$ cat src/rtl/led_blink_pattern_sequencer_unit_macros.svh
// Assertion helpers used by the sequencer engine RTL.
// Each macro expects aclk and aresetn to exist in the module that uses it.
`ifndef LED_BLINK_PATTERN_SEQUENCER_UNIT_MACROS_SVH
`define LED_BLINK_PATTERN_SEQUENCER_UNIT_MACROS_SVH

// Same-cycle implication.
`define LBPS_ASSERT_IMP(label, ante, cons, msg) \
    label: assert property (@(posedge aclk) disable iff (!aresetn) \
        (ante) |-> (cons)) else $error(msg);

// Next-cycle implication.
`define LBPS_ASSERT_NEXT(label, ante, cons, msg) \
    label: assert property (@(posedge aclk) disable iff (!aresetn) \
        (ante) |=> (cons)) else $error(msg);

`endif

$ cat src/rtl/lbps_pkg.sv
package lbps_pkg;

    localparam int TIME_BITS_DEFAULT = 32;
    localparam int NOW_W             = 32;
    localparam int MODE_W            = 3;
    localparam int STEP_W            = 3;
    localparam int DELAY_W           = 11;
    localparam int FUNC_W            = 2;

    localparam logic [FUNC_W-1:0] FUNC_TICK        = 2'd0;
    localparam logic [FUNC_W-1:0] FUNC_SET_MODE    = 2'd1;
    localparam logic [FUNC_W-1:0] FUNC_RAISE_ERROR = 2'd2;

    localparam logic [MODE_W-1:0] MODE_OFF    = 3'd0;
    localparam logic [MODE_W-1:0] MODE_SOLID  = 3'd1;
    localparam logic [MODE_W-1:0] MODE_FAST   = 3'd2;
    localparam logic [MODE_W-1:0] MODE_HEART  = 3'd3;
    localparam logic [MODE_W-1:0] MODE_DOUBLE = 3'd4;
    localparam logic [MODE_W-1:0] MODE_TRIPLE = 3'd5;

    localparam logic [DELAY_W-1:0] DLY_FAST       = 11'd120;
    localparam logic [DELAY_W-1:0] DLY_HEART_ON   = 11'd60;
    localparam logic [DELAY_W-1:0] DLY_HEART_OFF  = 11'd1940;
    localparam logic [DELAY_W-1:0] DLY_DOUBLE     = 11'd120;
    localparam logic [DELAY_W-1:0] DLY_DOUBLE_OFF = 11'd1200;
    localparam logic [DELAY_W-1:0] DLY_TRIPLE     = 11'd100;
    localparam logic [DELAY_W-1:0] DLY_TRIPLE_OFF = 11'd900;

    typedef struct packed {
        logic [FUNC_W-1:0] func;
        logic [NOW_W-1:0]  now_ms;
        logic [MODE_W-1:0] new_mode;
    } item_t;

    typedef struct packed {
        logic [MODE_W-1:0] current_mode;
        logic              led_lit;
        logic              pin_level;
    } result_t;

    typedef struct packed {
        logic               lit;
        logic [DELAY_W-1:0] delay;
        logic [STEP_W-1:0]  next_step;
    } sched_t;

    // One due tick of a blinking mode: new LED state, time to the next
    // deadline and the following step. Out-of-range steps act as the last one.
    function automatic sched_t pattern_next(input logic [MODE_W-1:0] mode,
                                            input logic [STEP_W-1:0] step,
                                            input logic lit);
        sched_t r;
        r = '{lit: lit, delay: '0, next_step: step};
        case (mode)
            MODE_FAST: begin
                r = '{lit: ~lit, delay: DLY_FAST, next_step: step};
            end
            MODE_HEART: begin
                if (step == 3'd0) begin
                    r = '{lit: 1'b1, delay: DLY_HEART_ON, next_step: 3'd1};
                end else begin
                    r = '{lit: 1'b0, delay: DLY_HEART_OFF, next_step: 3'd0};
                end
            end
            MODE_DOUBLE: begin
                case (step)
                    3'd0:    r = '{lit: 1'b1, delay: DLY_DOUBLE, next_step: 3'd1};
                    3'd1:    r = '{lit: 1'b0, delay: DLY_DOUBLE, next_step: 3'd2};
                    3'd2:    r = '{lit: 1'b1, delay: DLY_DOUBLE, next_step: 3'd3};
                    default: r = '{lit: 1'b0, delay: DLY_DOUBLE_OFF, next_step: 3'd0};
                endcase
            end
            MODE_TRIPLE: begin
                if (step < 3'd5) begin
                    r = '{lit: ~step[0], delay: DLY_TRIPLE, next_step: step + 3'd1};
                end else begin
                    r = '{lit: 1'b0, delay: DLY_TRIPLE_OFF, next_step: 3'd0};
                end
            end
            default: begin
                r = '{lit: lit, delay: '0, next_step: step};
            end
        endcase
        return r;
    endfunction

endpackage

$ cat src/rtl/lbps_in_reg.sv
module lbps_in_reg (
    input  logic           aclk,
    input  logic           aresetn,
    input  logic           in_valid,
    output logic           in_ready,
    input  lbps_pkg::item_t in_item,
    output logic           out_valid,
    input  logic           out_ready,
    output lbps_pkg::item_t out_item
);

    logic            valid_reg;
    logic            valid_next;
    lbps_pkg::item_t item_reg;

    // The register refills in the same cycle that its content moves on.
    assign in_ready   = !valid_reg || out_ready;
    assign valid_next = (in_valid && in_ready) || (valid_reg && !out_ready);

    always_ff @(posedge aclk) begin
        if (!aresetn) begin
            valid_reg <= 1'b0;
        end else begin
            valid_reg <= valid_next;
        end
    end

    always_ff @(posedge aclk) begin
        if (in_valid && in_ready) begin
            item_reg <= in_item;
        end
    end

    assign out_valid = valid_reg;
    assign out_item  = item_reg;

endmodule

$ cat src/rtl/lbps_engine.sv
`include "led_blink_pattern_sequencer_unit_macros.svh"

module lbps_engine #(
    parameter int TIME_BITS = lbps_pkg::TIME_BITS_DEFAULT
) (
    input  logic              aclk,
    input  logic              aresetn,
    input  logic              cfg_valid,
    input  logic              cfg_data,
    input  logic              in_valid,
    output logic              in_ready,
    input  lbps_pkg::item_t   in_item,
    output logic              out_valid,
    input  logic              out_ready,
    output lbps_pkg::result_t out_result
);

    logic                          active_low_reg;
    logic [lbps_pkg::MODE_W-1:0]   mode_reg;
    logic [lbps_pkg::MODE_W-1:0]   mode_next;
    logic [lbps_pkg::STEP_W-1:0]   step_reg;
    logic [lbps_pkg::STEP_W-1:0]   step_next;
    logic [TIME_BITS-1:0]          deadline_reg;
    logic [TIME_BITS-1:0]          deadline_next;
    logic                          lit_reg;
    logic                          lit_next;
    logic                          out_valid_reg;
    logic                          out_valid_next;
    lbps_pkg::result_t             result_reg;

    logic                          take;
    logic [TIME_BITS-1:0]          now_val;
    logic [TIME_BITS-1:0]          elapsed;
    logic [lbps_pkg::MODE_W-1:0]   req_mode;
    lbps_pkg::sched_t              sched;

    logic                                  tick_off;
    logic [TIME_BITS+lbps_pkg::STEP_W-1:0] sched_state;
    logic [lbps_pkg::MODE_W:0]             state_view;
    logic [lbps_pkg::MODE_W:0]             result_view;

    assign in_ready       = !out_valid_reg || out_ready;
    assign take           = in_valid && in_ready;
    assign out_valid_next = take || (out_valid_reg && !out_ready);

    always_comb begin
        mode_next     = mode_reg;
        step_next     = step_reg;
        deadline_next = deadline_reg;
        lit_next      = lit_reg;
        now_val       = TIME_BITS'(in_item.now_ms);
        // Wrap-safe compare: the deadline has passed when the difference is
        // non-negative as a signed value.
        elapsed       = now_val - deadline_reg;
        sched         = lbps_pkg::pattern_next(mode_reg, step_reg, lit_reg);
        req_mode      = (in_item.func == lbps_pkg::FUNC_RAISE_ERROR) ?
                        lbps_pkg::MODE_TRIPLE : in_item.new_mode;
        if (take) begin
            case (in_item.func)
                lbps_pkg::FUNC_TICK: begin
                    if ((mode_reg inside {[lbps_pkg::MODE_FAST:lbps_pkg::MODE_TRIPLE]})
                        && !elapsed[TIME_BITS-1]) begin
                        lit_next      = sched.lit;
                        deadline_next = now_val + TIME_BITS'(sched.delay);
                        step_next     = sched.next_step;
                    end
                end
                lbps_pkg::FUNC_SET_MODE, lbps_pkg::FUNC_RAISE_ERROR: begin
                    if (req_mode <= lbps_pkg::MODE_TRIPLE && req_mode != mode_reg) begin
                        mode_next     = req_mode;
                        step_next     = '0;
                        deadline_next = now_val;
                        if (req_mode == lbps_pkg::MODE_OFF) begin
                            lit_next = 1'b0;
                        end
                        if (req_mode == lbps_pkg::MODE_SOLID) begin
                            lit_next = 1'b1;
                        end
                    end
                end
                default: begin
                end
            endcase
        end
    end

    always_ff @(posedge aclk) begin
        if (!aresetn) begin
            active_low_reg <= 1'b1;
            mode_reg       <= lbps_pkg::MODE_OFF;
            step_reg       <= '0;
            deadline_reg   <= '0;
            lit_reg        <= 1'b0;
            out_valid_reg  <= 1'b0;
        end else begin
            if (cfg_valid) begin
                active_low_reg <= cfg_data;
            end
            mode_reg      <= mode_next;
            step_reg      <= step_next;
            deadline_reg  <= deadline_next;
            lit_reg       <= lit_next;
            out_valid_reg <= out_valid_next;
        end
    end

    always_ff @(posedge aclk) begin
        if (take) begin
            result_reg <= '{current_mode: mode_next,
                            led_lit:      lit_next,
                            pin_level:    lit_next ^ active_low_reg};
        end
    end

    assign out_valid  = out_valid_reg;
    assign out_result = result_reg;

    assign tick_off    = take && in_item.func == lbps_pkg::FUNC_TICK
                         && mode_reg == lbps_pkg::MODE_OFF;
    assign sched_state = {deadline_reg, step_reg};
    assign state_view  = {mode_reg, lit_reg};
    assign result_view = {result_reg.current_mode, result_reg.led_lit};

    `LBPS_ASSERT_IMP(a_mode_range, 1'b1, mode_reg <= lbps_pkg::MODE_TRIPLE, "mode out of range")
    `LBPS_ASSERT_IMP(a_off_dark, mode_reg == lbps_pkg::MODE_OFF, !lit_reg, "LED lit in off mode")
    `LBPS_ASSERT_IMP(a_solid_lit, mode_reg == lbps_pkg::MODE_SOLID, lit_reg, "LED dark when solid")
    `LBPS_ASSERT_NEXT(a_off_tick, tick_off, $stable(sched_state), "tick changed idle state")
    `LBPS_ASSERT_NEXT(a_result_mode, take, result_view == state_view, "result disagrees with state")

endmodule

$ cat src/rtl/led_blink_pattern_sequencer_unit.sv
// Status LED blink pattern sequencer.
// Input stream (s_*): one beat per event. s_tuser carries the event kind
// (tick, set mode, raise error); s_tdata carries the millisecond time and the
// requested mode. Every accepted beat yields exactly one result beat on m_*:
// the pin level after polarity, the logical LED state and the mode in force.
// The polarity register is written through cfg_valid/cfg_data, which is always
// ready; write it only while no events are in flight.
// An accepted input beat waits in the input register, then passes through the
// pattern logic into the result register, from which its result beat is offered.
// Throughput is one event per cycle while m_tready is high, since the deadline
// compare, the pattern lookup and the state update are all combinational logic.
// A stalled m_tready holds the result register; the input register still takes
// one more beat if it is empty, after which s_tready drops until the result is taken.
// Reset (aresetn low, synchronous) selects the off mode with the LED dark, the
// step and deadline at zero and active-low polarity, and empties both registers.
module led_blink_pattern_sequencer_unit #(
    parameter int TIME_BITS = lbps_pkg::TIME_BITS_DEFAULT
) (
    input  logic        aclk,
    input  logic        aresetn,
    input  logic        cfg_valid,
    output logic        cfg_ready,
    input  logic        cfg_data,      // active_low
    input  logic        s_tvalid,
    output logic        s_tready,
    input  logic [39:0] s_tdata,       // [31:0] now_ms, [34:32] new_mode, rest zero
    input  logic [1:0]  s_tuser,       // [1:0] func
    output logic        m_tvalid,
    input  logic        m_tready,
    output logic [7:0]  m_tdata        // [0] pin_level, [1] led_lit, [4:2] current_mode
);

    lbps_pkg::item_t   s_item;
    lbps_pkg::item_t   q_item;
    logic              q_valid;
    logic              q_ready;
    lbps_pkg::result_t result;

    assign cfg_ready = 1'b1;

    assign s_item = '{func:     s_tuser,
                      now_ms:   s_tdata[31:0],
                      new_mode: s_tdata[34:32]};

    lbps_in_reg u_in_reg (
        .aclk      (aclk),
        .aresetn   (aresetn),
        .in_valid  (s_tvalid),
        .in_ready  (s_tready),
        .in_item   (s_item),
        .out_valid (q_valid),
        .out_ready (q_ready),
        .out_item  (q_item)
    );

    lbps_engine #(
        .TIME_BITS (TIME_BITS)
    ) u_engine (
        .aclk       (aclk),
        .aresetn    (aresetn),
        .cfg_valid  (cfg_valid),
        .cfg_data   (cfg_data),
        .in_valid   (q_valid),
        .in_ready   (q_ready),
        .in_item    (q_item),
        .out_valid  (m_tvalid),
        .out_ready  (m_tready),
        .out_result (result)
    );

    assign m_tdata = {3'b000, result};

endmodule
$ cat config.mk
export PLATFORM = sky130hd
export DESIGN_NAME = led_blink_pattern_sequencer_unit
export DESIGN_NICKNAME = d
export VERILOG_FILES = /design/src/rtl/lbps_pkg.sv /design/src/rtl/lbps_in_reg.sv /design/src/rtl/lbps_engine.sv /design/src/rtl/led_blink_pattern_sequencer_unit.sv
export VERILOG_INCLUDE_DIRS = /design/src /design/src/rtl
export SDC_FILE = /design/constraint.sdc
export NUM_CORES = 1
export LEC_CHECK = 0
export BUFFER_PORTS_ARGS = -buffer_cell sky130_fd_sc_hd__buf_2
export CAP_MARGIN = 5
export CORE_ASPECT_RATIO = 1.2
export CORE_MARGIN = 3
export CORE_UTILIZATION = 55
export CTS_BUF_LIST = sky130_fd_sc_hd__clkbuf_8
export DETAILED_ROUTE_END_ITERATION = 8
export PLACE_DENSITY_LB_ADDON = 0.25
export SYNTH_ARGS = -nofsm -noshare
export SYNTH_HDL_FRONTEND = slang
export SYNTH_SLANG_ARGS = --single-unit
$ cat constraint.sdc
create_clock -name aclk -period 3.8 [get_ports aclk]
set_clock_uncertainty 0.05 [all_clocks]
set_input_delay 0.57 -clock aclk [delete_from_list [all_inputs] [get_ports aclk]]
set_output_delay 0.57 -clock aclk [all_outputs]
set_load 0.01 [all_outputs]
=== Word level (Yosys, flattened, before mapping) ===
Cells that the tools add are included.

* Multiplexer cells: 20
* Bitwise gates (word level): 3
* Eq/ne operators: 14
* Add/sub/neg operators: 3
* Magnitude comparators: 4
* Reductions and logical operators: 23

{| class="wikitable"
|+ Operators with widths
! operator !! number
|-
| 32-bit 2-to-1 mux || 2
|-
| 32-bit one-hot mux with 2 select lines || 1
|-
| 15-bit one-hot mux with 4 select lines || 1
|-
| 15-bit one-hot mux with 3 select lines || 1
|-
| 32-bit by 11-bit adder with 32-bit output || 1
|-
| 32-bit subtractor || 1
|-
| 15-bit 2-to-1 mux || 2
|-
| 3-bit 2-to-1 mux || 6
|-
| 3-bit by 2-bit == test with 1-bit output, second input constant || 3
|-
| 1-bit logical AND || 7
|-
| 3-bit by 1-bit == test with 1-bit output, second input constant || 2
|-
| 3-bit == test, second input constant || 2
|-
| 3-bit <= comparator, second input constant || 2
|-
| 3-bit logical NOT || 2
|-
| 3-bit one-hot mux with 2 select lines || 1
|-
| 6-bit AND reduction || 1
|-
| 1-bit logical NOT || 5
|-
| 1-bit 2-to-1 mux || 5
|-
| 1-bit logical OR || 4
|-
| 2-bit by 1-bit != test with 1-bit output, second input constant || 2
|-
| 4-bit != test, second input constant || 1
|-
| 4-bit AND reduction || 1
|-
| 3-bit by 1-bit adder with 3-bit output, second input constant || 1
|-
| 3-bit by 2-bit greater-or-equal comparator with 1-bit output, second input constant || 1
|-
| 11 further kinds || 12
|}

* Output and inout port bits: 11
* Word-level logic and storage cells: 80
* Bits of input ports: 48
* Bits in registers: 84

=== Depth between registers and ports, before layout ===
Gate-level depths: netlist of the first run.

* Depth after elaboration: 9
* Mapped depth: 17
* Mapped depth without buffers: 17

=== By module ===
From an unflattened synthesis of the first run, not the netlist that was laid out.

* Cell total of the unflattened synthesis: 546
* Area total of the unflattened synthesis: 5153.7 µm²

{| class="wikitable"
|+ By module, submodules not included
! module !! instances !! area an instance (µm²) !! sequential area each (µm²) !! cells an instance
|-
| lbps_engine || 1 || 3947.5 || 970.9 || 498
|-
| lbps_in_reg || 1 || 1168.6 || 1131.1 || 42
|-
| led_blink_pattern_sequencer_unit || 1 || 37.5 || 0.0 || 6
|}

=== Worst setup path before layout of the first run ===
No wires, ideal clock.

* Path kind: register -> register
* Start point: reg u_engine.mode_reg[2] in the netlist's numbering
* End point: reg u_engine.deadline_reg[24]
* Arrival time: 3.404 ns
* Required time: 3.634 ns
* Clock period less this slack: 3.570 ns
* Stages on the path, launching flop included: 17
* Slack: 0.230 ns
* Library setup time: 0.116 ns
* Buffers on the path: 2
* Cells stage by stage: dfxtp_1 -> inv_1 -> ha_1 -> clkbuf_1 -> nand2b_1 -> a21oi_1 -> ha_1 -> fa_1 -> a21o_1 -> a21oi_1 -> o21bai_1 -> a21oi_1 -> o21ba_2 -> clkbuf_1 -> nor4b_1 -> xor2_1 -> o211a_1

* Longest elaborated chain between the ends: 5
* Elaborated cells on any way between the ends: 17
* Classes of those cells: add/sub: 1; order compare: 2; eq/ne: 7; mux: 3; reduce/logical: 4

{| class="wikitable"
|+ Ends and longest elaborated chain
! what !! line !! text
|-
| start, declared || lbps_engine.sv:19 || <nowiki>logic [lbps_pkg::MODE_W-1:0] mode_reg;</nowiki>
|-
| start signal, assigned || lbps_engine.sv:90 || <nowiki>mode_reg <= lbps_pkg::MODE_OFF;</nowiki>
|-
| start signal, assigned || lbps_engine.sv:99 || <nowiki>mode_reg <= mode_next;</nowiki>
|-
| 3-bit == test, or another cell as far along || lbps_pkg.sv:54 || <nowiki>case (mode)</nowiki>
|-
| 15-bit one-hot mux with 4 select lines or 1-bit logical AND (tied branches) || lbps_pkg.sv:54, lbps_engine.sv:61 ||
|-
| 32-bit by 11-bit adder with 32-bit output or 1-bit logical AND (tied branches) || lbps_engine.sv:64, lbps_engine.sv:62 ||
|-
| 32-bit 2-to-1 mux or 2-bit by 1-bit != test with 1-bit output (tied branches) || -- ||
|-
| 32-bit one-hot mux with 2 select lines or 4-bit AND reduction (tied branches) || -- ||
|-
| end signal, assigned || lbps_engine.sv:101 || <nowiki>deadline_reg <= deadline_next;</nowiki>
|-
| end, declared || lbps_engine.sv:23 || <nowiki>logic [TIME_BITS-1:0] deadline_reg;</nowiki>
|}

Several ways; a longest one is shown, not always the timed one. The select of a mux whose other input is x is not followed.
A chain may end at the register's enable or synchronous reset.

=== Worst setup path in the final report of the first run ===
Ends and elaborated chain as after synthesis.

==> reports/metrics.cfg, run 1 <==
[status]
status=complete, no violations

[clock_network]
htreeDepth=3
cts_tree=built
clock_latency_ns=0.37
clock_path_buffers=2
cts_hold_buf=0
cts.reportedPaths.clkPinSlew_ns=0.09
clock_sinks=84
root_buffer=clkbuf_8
cts-buffers-inserted=9

[floorplan]
rows=37
io_pins=59
die_area_um2=10300
die_h_um=111
die_w_um=93.1
start_util=0.575
core_um2=8700

[sta]
finalMaxSlewViolations=0
max_freq_mhz=287
rsz0062_at_grt=false
hold_viol=0
layout_min_cycle_time_ns=3.48
period_share=0.916
max_slew_margin=0.442
finalSetupTns_ns=0
worst_pin_slew_ns=0.838
setup_violations=0

[power]
p_leak_nw=2.53
cellPowerDensity_nw_per_um2=344
max-vdd-ir-drop_mv=0.251

[critical_path]
cp_num_buf_inv=1
worstPathArrival_ns=3.70
startpoint_type=flop
critPathMaxFanout=10
crit_slowest_cell=dfxtp_1
worstPathCellList=inv_1 -> ha_1 -> nand2b_1 -> a21oi_1 -> ha_1 -> fa_1 -> a21o_1 -> a21oi_1 -> o21bai_1 -> a21oi_1 -> o21ba_2 -> nor4b_1 -> xor2_1 -> o211a_1
critPathCaptureType=flop
cpMostUsedCell=a21oi_1
cp.required_ns=4.02
critical-path-top-delay-family=compound AO/OA/AOI/OAI gates
crit_type=reg -> reg
cpPeakStageDelay_ns=0.46

[yosys]
yosysWarnings=0
synth_xor_area_frac=0.0560
synthDistinctLibCells=55
yosysTopAreaCell=edfxtp_1
synthAdderAreaFrac=0.121
synth_compound_area_frac=0.167
synth_most_common_cell=nand2_1
synthFlopType=edfxtp_1
syn-cell-area_um2=5010
yosys-mux-area-fraction=0.0245
synth-edff-count=42
synthSimpleGateAreaFrac=0.149
netlist.area_leader.share=0.252
async_flop_share=0
synthTopCellsByArea=edfxtp_1 (25%), dfxtp_1 (17%), ha_1 (12%)
synth_seq_area_share=0.420
netlist_instances=515
synth_top_family_by_area=compound AO/OA/AOI/OAI gates
postSynthAreaPerCell_um2=9.72
synth-seq-cells=84
synthTopCellsByCount=nand2_1 (62), ha_1 (47), inv_1 (46)

[finish]
drive_above_1_share=0.141
diodes=0
post-route-util=0.635
syn_to_final_growth_pct=10.3
largest_reg_flops=37
final_nets=659

[drt]
drc_errors=0
ant_nets=0
drt-initial-drc-count=130
routed_wl_um=9910
wl_per_cell_um=14.5
firstDrtPassIters=4
highest_layer=met4
wl_met3_um=368
wl_met1_um=4020
wl_met2_um=5200
avgViaCountPerCell=5.54
vias=3789

[grt]
grt_pass1_wl_um=17100
grt_start_max_net_pins=48
overflow=0
grt.total_usage=0.205
grt_pass1_vias=3894
antenna_found_initial=0

[place]
hpwlAfterDp_um=6930
io_buffers=49
gp_congestion=0.852

[hold_path]
hp-class=in -> reg

[job]
maxCapViolCount=0

cell usage in the layout, fill, tap and decap left out, types with 2 or more instances in the layout:
cell,netlist,layout
nand2_1,62,62
buf_2,3,49
inv_1,46,47
ha_1,47,47
edfxtp_1,42,42
dfxtp_1,42,41
nor2_1,28,28
a21oi_1,28,28
o211a_1,27,27
xnor2_1,18,18
o21ai_0,18,18
xor2_1,14,14
nand3_1,13,13
nor2b_1,11,11
nand4_1,10,10
mux2i_1,10,10
nor3_1,9,9
clkbuf_8,0,9
buf_4,4,8
and2_1,7,7
o21a_1,6,6
nand2b_1,6,6
o211ai_1,4,4
conb_1,2,4
nor4b_1,3,3
nor4_1,3,3
o32a_1,3,3
clkinv_2,0,3
and3_1,2,2
o32ai_1,2,2
a21o_1,2,2
o21bai_1,2,2
nor3b_1,2,2
mux2_2,2,2
a31oi_1,2,2
clkinvlp_4,0,2
metal layers:
metal | vias to the layer above | track usage
li1 | 1912 | -
met1 | 1769 | 0.228
met2 | 85 | 0.369
met3 | 23 | 0.0341
met4 | 0 | 0.106
met5 | - | 0
through the flow:
stage	power (W)	std cells	worst slack (ns)	hold slack, ns	area (um^2)
floorplan	0.00128	517	0.230	0.412	5010
global placement	0.00134	667	0.433	0.427	5340
detailed placement	0.00136	667	0.358	0.444	5340
CTS	0.00191	682	0.323	0.310	5500
global route	0.00199	684	0.0403	0.308	5520
finish	0.00190	684	0.319	0.318	5520
worst paths after layout:
| check | end | slack [ns] | depth (start not counted) | startpoint |
|---|---|---|---|---|
| max | u_engine.deadline_reg[24] | 0.32 | 14 | u_engine.mode_reg[2] |
| min | u_in_reg.out_item[27] | 0.32 | 1 | s_tdata[24] |
| max reg2reg | u_engine.deadline_reg[24] | 0.32 | 14 | u_engine.mode_reg[2] |
| min reg2reg | u_engine.active_low_reg | 0.46 | 2 | u_engine.active_low_reg |
cells by family (layout without fill, tap and decap cells):
kind of cell,after synthesis,count (layout)
xor gates and xnor gates,32,32
buffers and inverters,69,119
DFF,84,84
AOI/OAI and AO/OA,110,110
adders and majority gates,48,48
muxes,12,12
and+or+nand+nor,158,158
other,2,4
layout make-up:
| cell class | instances | area, um^2 |
|---|---|---|
| timing repair buffer | 58 | 325 |
| tap | 117 | 146 |
| clock buffer | 9 | 124 |
| inverter | 46 | 173 |
| sequential | 84 | 2100 |
| multi-input combinational | 364 | 2620 |
| fill | 757 | 3180 |
| clock inverter | 6 | 33.8 |
power breakdown:
part           switching [W]  leakage, nW  internal, W
registers          0.0000356        0.753      0.00101
logic               0.000170         1.70     0.000130
clock network       0.000328       0.0821     0.000228
repair_timing:
action / 4_1_cts / 5_1_grt
endpoints found under the setup margin: 0 / 2
endpoints found under the hold margin: 0 / 0
setup buffers: 0 / 2
resized for setup: 0 / 2
(Power assumes the default switching activity.)
==> run 2: changes to the inputs <==
- CORE_UTILIZATION: 55 -> 43
==> run 2 against run 1 <==
Compared with the run above: first-iteration DRC count shrank 30%; via count decreased by 2.3%; global-route usage down 4.7 points; non-clock buffer count shrank 3; combinational power fell by 1%; critical path type unchanged.
==> reports/metrics.cfg, run 2 (synthesized netlist as in run 1, its figures left out) <==
[drt]
avgViaCountPerCell=5.15  ; -7.1%
drc_errors=0  ; unchanged
wl_met1_um=4170  ; +3.7%
vias=3700  ; -2.3%
wl_met2_um=5060  ; -2.7%
firstDrtPassIters=4  ; unchanged
highest_layer=met4
ant_nets=0  ; unchanged
wl_met3_um=311  ; -15%
routed_wl_um=9800  ; -1.0%
drt-initial-drc-count=91  ; -30%
wl_per_cell_um=13.6  ; -5.8%

[clock_network]
postCtsSetupBuffers=0  ; unchanged
root_buffer=clkbuf_8
cts-buffers-inserted=9  ; unchanged
clock_latency_ns=0.36  ; about the same
post_cts_resized=0  ; unchanged
clock_path_buffers=2  ; unchanged
cts_hold_buf=0  ; unchanged
clock_sinks=84  ; unchanged
cts.reportedPaths.clkPinSlew_ns=0.09  ; about the same
cts_tree=built
htreeDepth=3  ; unchanged

[critical_path]
cpPeakStageDelay_ns=0.45  ; about the same
worstPathCellList=inv_1 -> ha_1 -> nor3_1 -> nor2_1 -> o32a_1 -> o21ai_0 -> ha_1 -> o21a_1 -> o21a_1 -> a21oi_1 -> o21ba_2 -> nor4b_1 -> xor2_1 -> o211a_1
critPathCaptureType=flop
crit_type=reg -> reg
startpoint_type=flop
crit_start=u_engine.step_reg[0]
crit_slowest_cell=dfxtp_1
critPathMaxFanout=10  ; unchanged
cp_num_buf_inv=1  ; unchanged
critical-path-top-delay-family=compound AO/OA/AOI/OAI gates
r2r_start=u_engine.step_reg[0]
worstPathArrival_ns=3.68  ; -0.02 ns
cp.required_ns=4.01  ; about the same

[sta]
max_freq_mhz=288  ; +0.26%
worst_pin_slew_ns=0.907  ; +0.0689 ns
hold_viol=0  ; unchanged
setup_violations=0  ; unchanged
rsz0062_at_grt=false
timing.hold.ws_ns=0.324  ; +0.00592 ns
finalMaxSlewViolations=0  ; unchanged
max_slew_margin=0.396  ; -0.0459
layout_min_cycle_time_ns=3.47  ; -0.00914 ns
period_share=0.914  ; -0.00241
finalSetupTns_ns=0  ; unchanged

[grt]
grt_start_max_net_pins=62  ; +29%
grt_pass1_wl_um=16600  ; -2.6%
antenna_found_initial=0  ; unchanged
overflow=0  ; unchanged
grt_pass1_vias=3681  ; -5.5%
grt.total_usage=0.158  ; -0.0473

[job]
maxCapViolCount=0  ; unchanged

[floorplan]
die_area_um2=13000  ; +26%
core_um2=11200  ; +29%
die_w_um=105  ; +12%
rows=42  ; +14%
start_util=0.447  ; -0.128
io_pins=59  ; unchanged
die_h_um=124  ; +12%

[finish]
drive_above_1_share=0.138  ; -0.00304
layout_commonest_cell=nand2_1
final_nets=656  ; -0.46%
syn_to_final_growth_pct=11.5
layout_common_cells=nand2_1 (62), buf_2 (49), ha_1 (47)
largest_reg_flops=37  ; unchanged
diodes=0  ; unchanged
fillerInstances=1069  ; +41%

[power]
cellPowerDensity_nw_per_um2=355  ; +3.4%
p_leak_nw=2.53  ; about the same
max-vdd-ir-drop_mv=0.203  ; -19%

[place]
gp_congestion=0.863  ; +1.3%
io_buffers=49  ; unchanged
hpwlAfterDp_um=6980  ; +0.66%

[hold_path]
holdCritStartpoint=s_tdata[18]
hp-class=in -> reg

[status]
status=complete, no violations

run 2: final cells by class:
cell class	instances	area [um^2]	area share
clock inverter	7	73.8	0.0132
timing repair buffer	55	303	0.0542
clock buffer	9	124	0.0222
sequential	84	2100	0.377
multi-input combinational	364	2610	0.468
inverter	46	173	0.0309
tap	154	193	0.0345
run 2: path summary, 6_finish.rpt:
check / to / slack, ns / depth (start not counted)
max: u_engine.deadline_reg[30] / 0.33 / 14
min: u_in_reg.out_item[21] / 0.32 / 1
max reg2reg: u_engine.deadline_reg[30] / 0.33 / 14
min reg2reg: u_engine.out_valid / 0.47 / 1
run 2: power by group:
group	internal [W]	leakage (nW)	switching, W	total, W
clock network	0.000307	0.0966	0.000338	0.000646
registers	0.00101	0.752	0.0000347	0.00104
logic	0.000129	1.68	0.000168	0.000297
run 2: metrics by stage:
stage	instance area [um^2]	total power, W	setup WS, ns	utilization	cells
after floorplan	5010	0.00128	0.230	-	517
after global placement	5380	0.00135	0.411	0.481	703
after detailed placement	5380	0.00136	0.344	0.481	703
after CTS	5580	0.00202	0.344	0.499	719
after global routing	5580	0.00211	0.0570	0.499	719
final	5580	0.00198	0.328	0.499	719
run 2: worst reg2reg max path, cell delays in order, from the launching register on:
cell	delay, ns
dfxtp_1	0.45
inv_1	0.10
ha_1	0.23
nor3_1	0.17
nor2_1	0.09
o32a_1	0.31
o21ai_0	0.22
ha_1	0.31
o21a_1	0.19
o21a_1	0.18
a21oi_1	0.21
o21ba_2	0.34
nor4b_1	0.12
xor2_1	0.18
o211a_1	0.23
run 2: per-layer routing:
| layer | GRT usage | vias to the layer above |
|---|---|---|
| met5 | 0 | - |
| met4 | 0.0728 | 0 |
| met3 | 0.0296 | 16 |
| met2 | 0.281 | 60 |
| met1 | 0.182 | 1721 |
| li1 | - | 1903 |
==> run 3: changes to the inputs <==
- BUFFER_PORTS_ARGS: -buffer_cell sky130_fd_sc_hd__buf_2 -> unset
- DONT_BUFFER_PORTS: unset -> 1
==> run 3 against run 2 <==
Compared with the run above: sequential power barely moved; fmax fell by 1.6%; core utilization fell by 2.1 points; routed wire length rose by 0.13%; flip-flop and latch count did not move; hold slack got worse by 0.10 ns; sequential share of layout area rose by 1.7 points; non-clock buffer count fell by 49; combinational power fell by 12%; largest cell class unchanged.
==> reports/metrics.cfg, run 3 (synthesized netlist as in run 1, its figures left out) <==
[status]
status=complete, no violations

[drt]
highest_layer=met4
wl_per_cell_um=14.7  ; +7.5%
ant_nets=0  ; unchanged
firstDrtPassIters=6  ; +2
wl_met1_um=4300  ; +3.1%
vias=3578  ; -3.3%
routed_wl_um=9820  ; +0.13%
drc_errors=0  ; unchanged
wl_met2_um=5120  ; +1.0%
drt-initial-drc-count=180  ; +98%
avgViaCountPerCell=5.34  ; +3.8%
wl_met3_um=251  ; -19%

[floorplan]
start_util=0.447  ; unchanged
core_um2=11200  ; unchanged
io_pins=59  ; unchanged
rows=42  ; unchanged
die_h_um=124  ; unchanged
die_w_um=105  ; unchanged
die_area_um2=13000  ; unchanged

[place]
placed_cell_area_um2=5140  ; -4.6%
io_buffers=0  ; -100%
gp_congestion=0.824  ; -4.6%
hpwlAfterDp_um=6910  ; -0.97%

[sta]
layout_min_cycle_time_ns=3.53  ; +0.0568 ns
finalSetupTns_ns=0  ; unchanged
worst_pin_slew_ns=0.893  ; -0.0132 ns
timing.hold.ws_ns=0.225  ; -0.0996 ns
finalMaxSlewViolations=0  ; unchanged
max_freq_mhz=283  ; -1.6%
period_share=0.929  ; +0.0150
max_slew_margin=0.404  ; +0.00882
setup_violations=0  ; unchanged
rsz0062_at_grt=false
hold_viol=0  ; unchanged

[clock_network]
htreeDepth=3  ; unchanged
clock_latency_ns=0.38  ; +0.02 ns
cts.reportedPaths.clkPinSlew_ns=0.08  ; about the same
cts_tree=built
root_buffer=clkbuf_8
clock_sinks=84  ; unchanged
postCtsSetupBuffers=0  ; unchanged
post_cts_resized=0  ; unchanged
cts-buffers-inserted=9  ; unchanged
clock_path_buffers=2  ; unchanged
cts_hold_buf=0  ; unchanged

[finish]
drive_above_1_share=0.0543  ; -0.0838
largest_reg_flops=37  ; unchanged
layout_common_cells=nand2_1 (62), inv_1 (47), ha_1 (47)
diodes=0  ; unchanged
multi_input_area_um2=2610  ; unchanged
regArea_um2=2100  ; unchanged
fillerInstances=1044  ; -2.3%
layout_commonest_cell=nand2_1
fin_area_um2=5340  ; -4.3%
final_nets=607  ; -7.5%
syn_to_final_growth_pct=6.67

[power]
max-vdd-ir-drop_mv=0.199  ; -1.9%
power_w=0.00197  ; -0.82%
p_leak_nw=2.35  ; -7.2%
cellPowerDensity_nw_per_um2=368  ; +3.6%

[grt]
grt.total_usage=0.158  ; +0.000474
overflow=0  ; unchanged
grt_pass1_vias=3537  ; -3.9%
grt_start_max_net_pins=62  ; unchanged
grt_pass1_wl_um=16500  ; -0.46%
antenna_found_initial=0  ; unchanged

[critical_path]
cpMostUsedCell=a21oi_1
cp.depth=14  ; unchanged
cp_num_buf_inv=1  ; unchanged
reg2regPathDepth=14  ; unchanged
critPathCaptureType=flop
crit_type=reg -> reg
cp.required_ns=4.02  ; about the same
critical-path-top-delay-family=compound AO/OA/AOI/OAI gates
worstPathCellList=inv_1 -> ha_1 -> nand2b_1 -> a21oi_1 -> ha_1 -> fa_1 -> a21o_1 -> a21oi_1 -> o21bai_1 -> a21oi_1 -> o21ba_2 -> nor4b_1 -> xor2_1 -> o211a_1
startpoint_type=flop
r2r_start=u_engine.mode_reg[2]
worstPathArrival_ns=3.75  ; +0.07 ns
critPathMaxFanout=10  ; unchanged
crit_start=u_engine.mode_reg[2]
cpPeakStageDelay_ns=0.46  ; about the same
crit_slowest_cell=dfxtp_1

[hold_path]
hp-class=in -> reg
holdCritStartpoint=aresetn
holdPathStages=1  ; unchanged

[job]
maxCapViolCount=0  ; unchanged

run 3: worst paths after layout:
| kind | endpoint | slack, ns |
|---|---|---|
| setup / recovery | u_engine.deadline_reg[30] | 0.27 |
| hold reg to reg | u_engine.active_low_reg | 0.46 |
| setup reg to reg | u_engine.deadline_reg[30] | 0.27 |
| hold / removal | u_engine.active_low_reg | 0.22 |
run 3: layout make-up:
type | count | share of cell area
timing repair buffer | 6 | 0.0108
multi-input combinational | 364 | 0.489
sequential | 84 | 0.394
tap | 154 | 0.0361
inverter | 46 | 0.0323
clock buffer | 11 | 0.0283
clock inverter | 5 | 0.00960
run 3: metrics by stage:
stage / worst slack, ns / utilization / instances
after floorplan: 0.230 / - / 517
after global placement: 0.406 / 0.459 / 654
after detailed placement: 0.305 / 0.459 / 654
after CTS: 0.265 / 0.477 / 670
after global routing: 0.0410 / 0.477 / 670
final: 0.271 / 0.477 / 670
run 3: routing by layer:
layer	global-route usage	vias to the layer above
met1	0.182	1712
met4	0.0618	0
met2	0.281	47
met5	0	-
li1	-	1810
met3	0.0395	9
run 3: report_power, final:
| part | total, W | switching (W) | internal, W |
|---|---|---|---|
| registers | 0.00104 | 0.0000368 | 0.00101 |
| clock network | 0.000662 | 0.000327 | 0.000335 |
| logic | 0.000262 | 0.000150 | 0.000111 |
| total | 0.00197 | 0.000514 | 0.00145 |
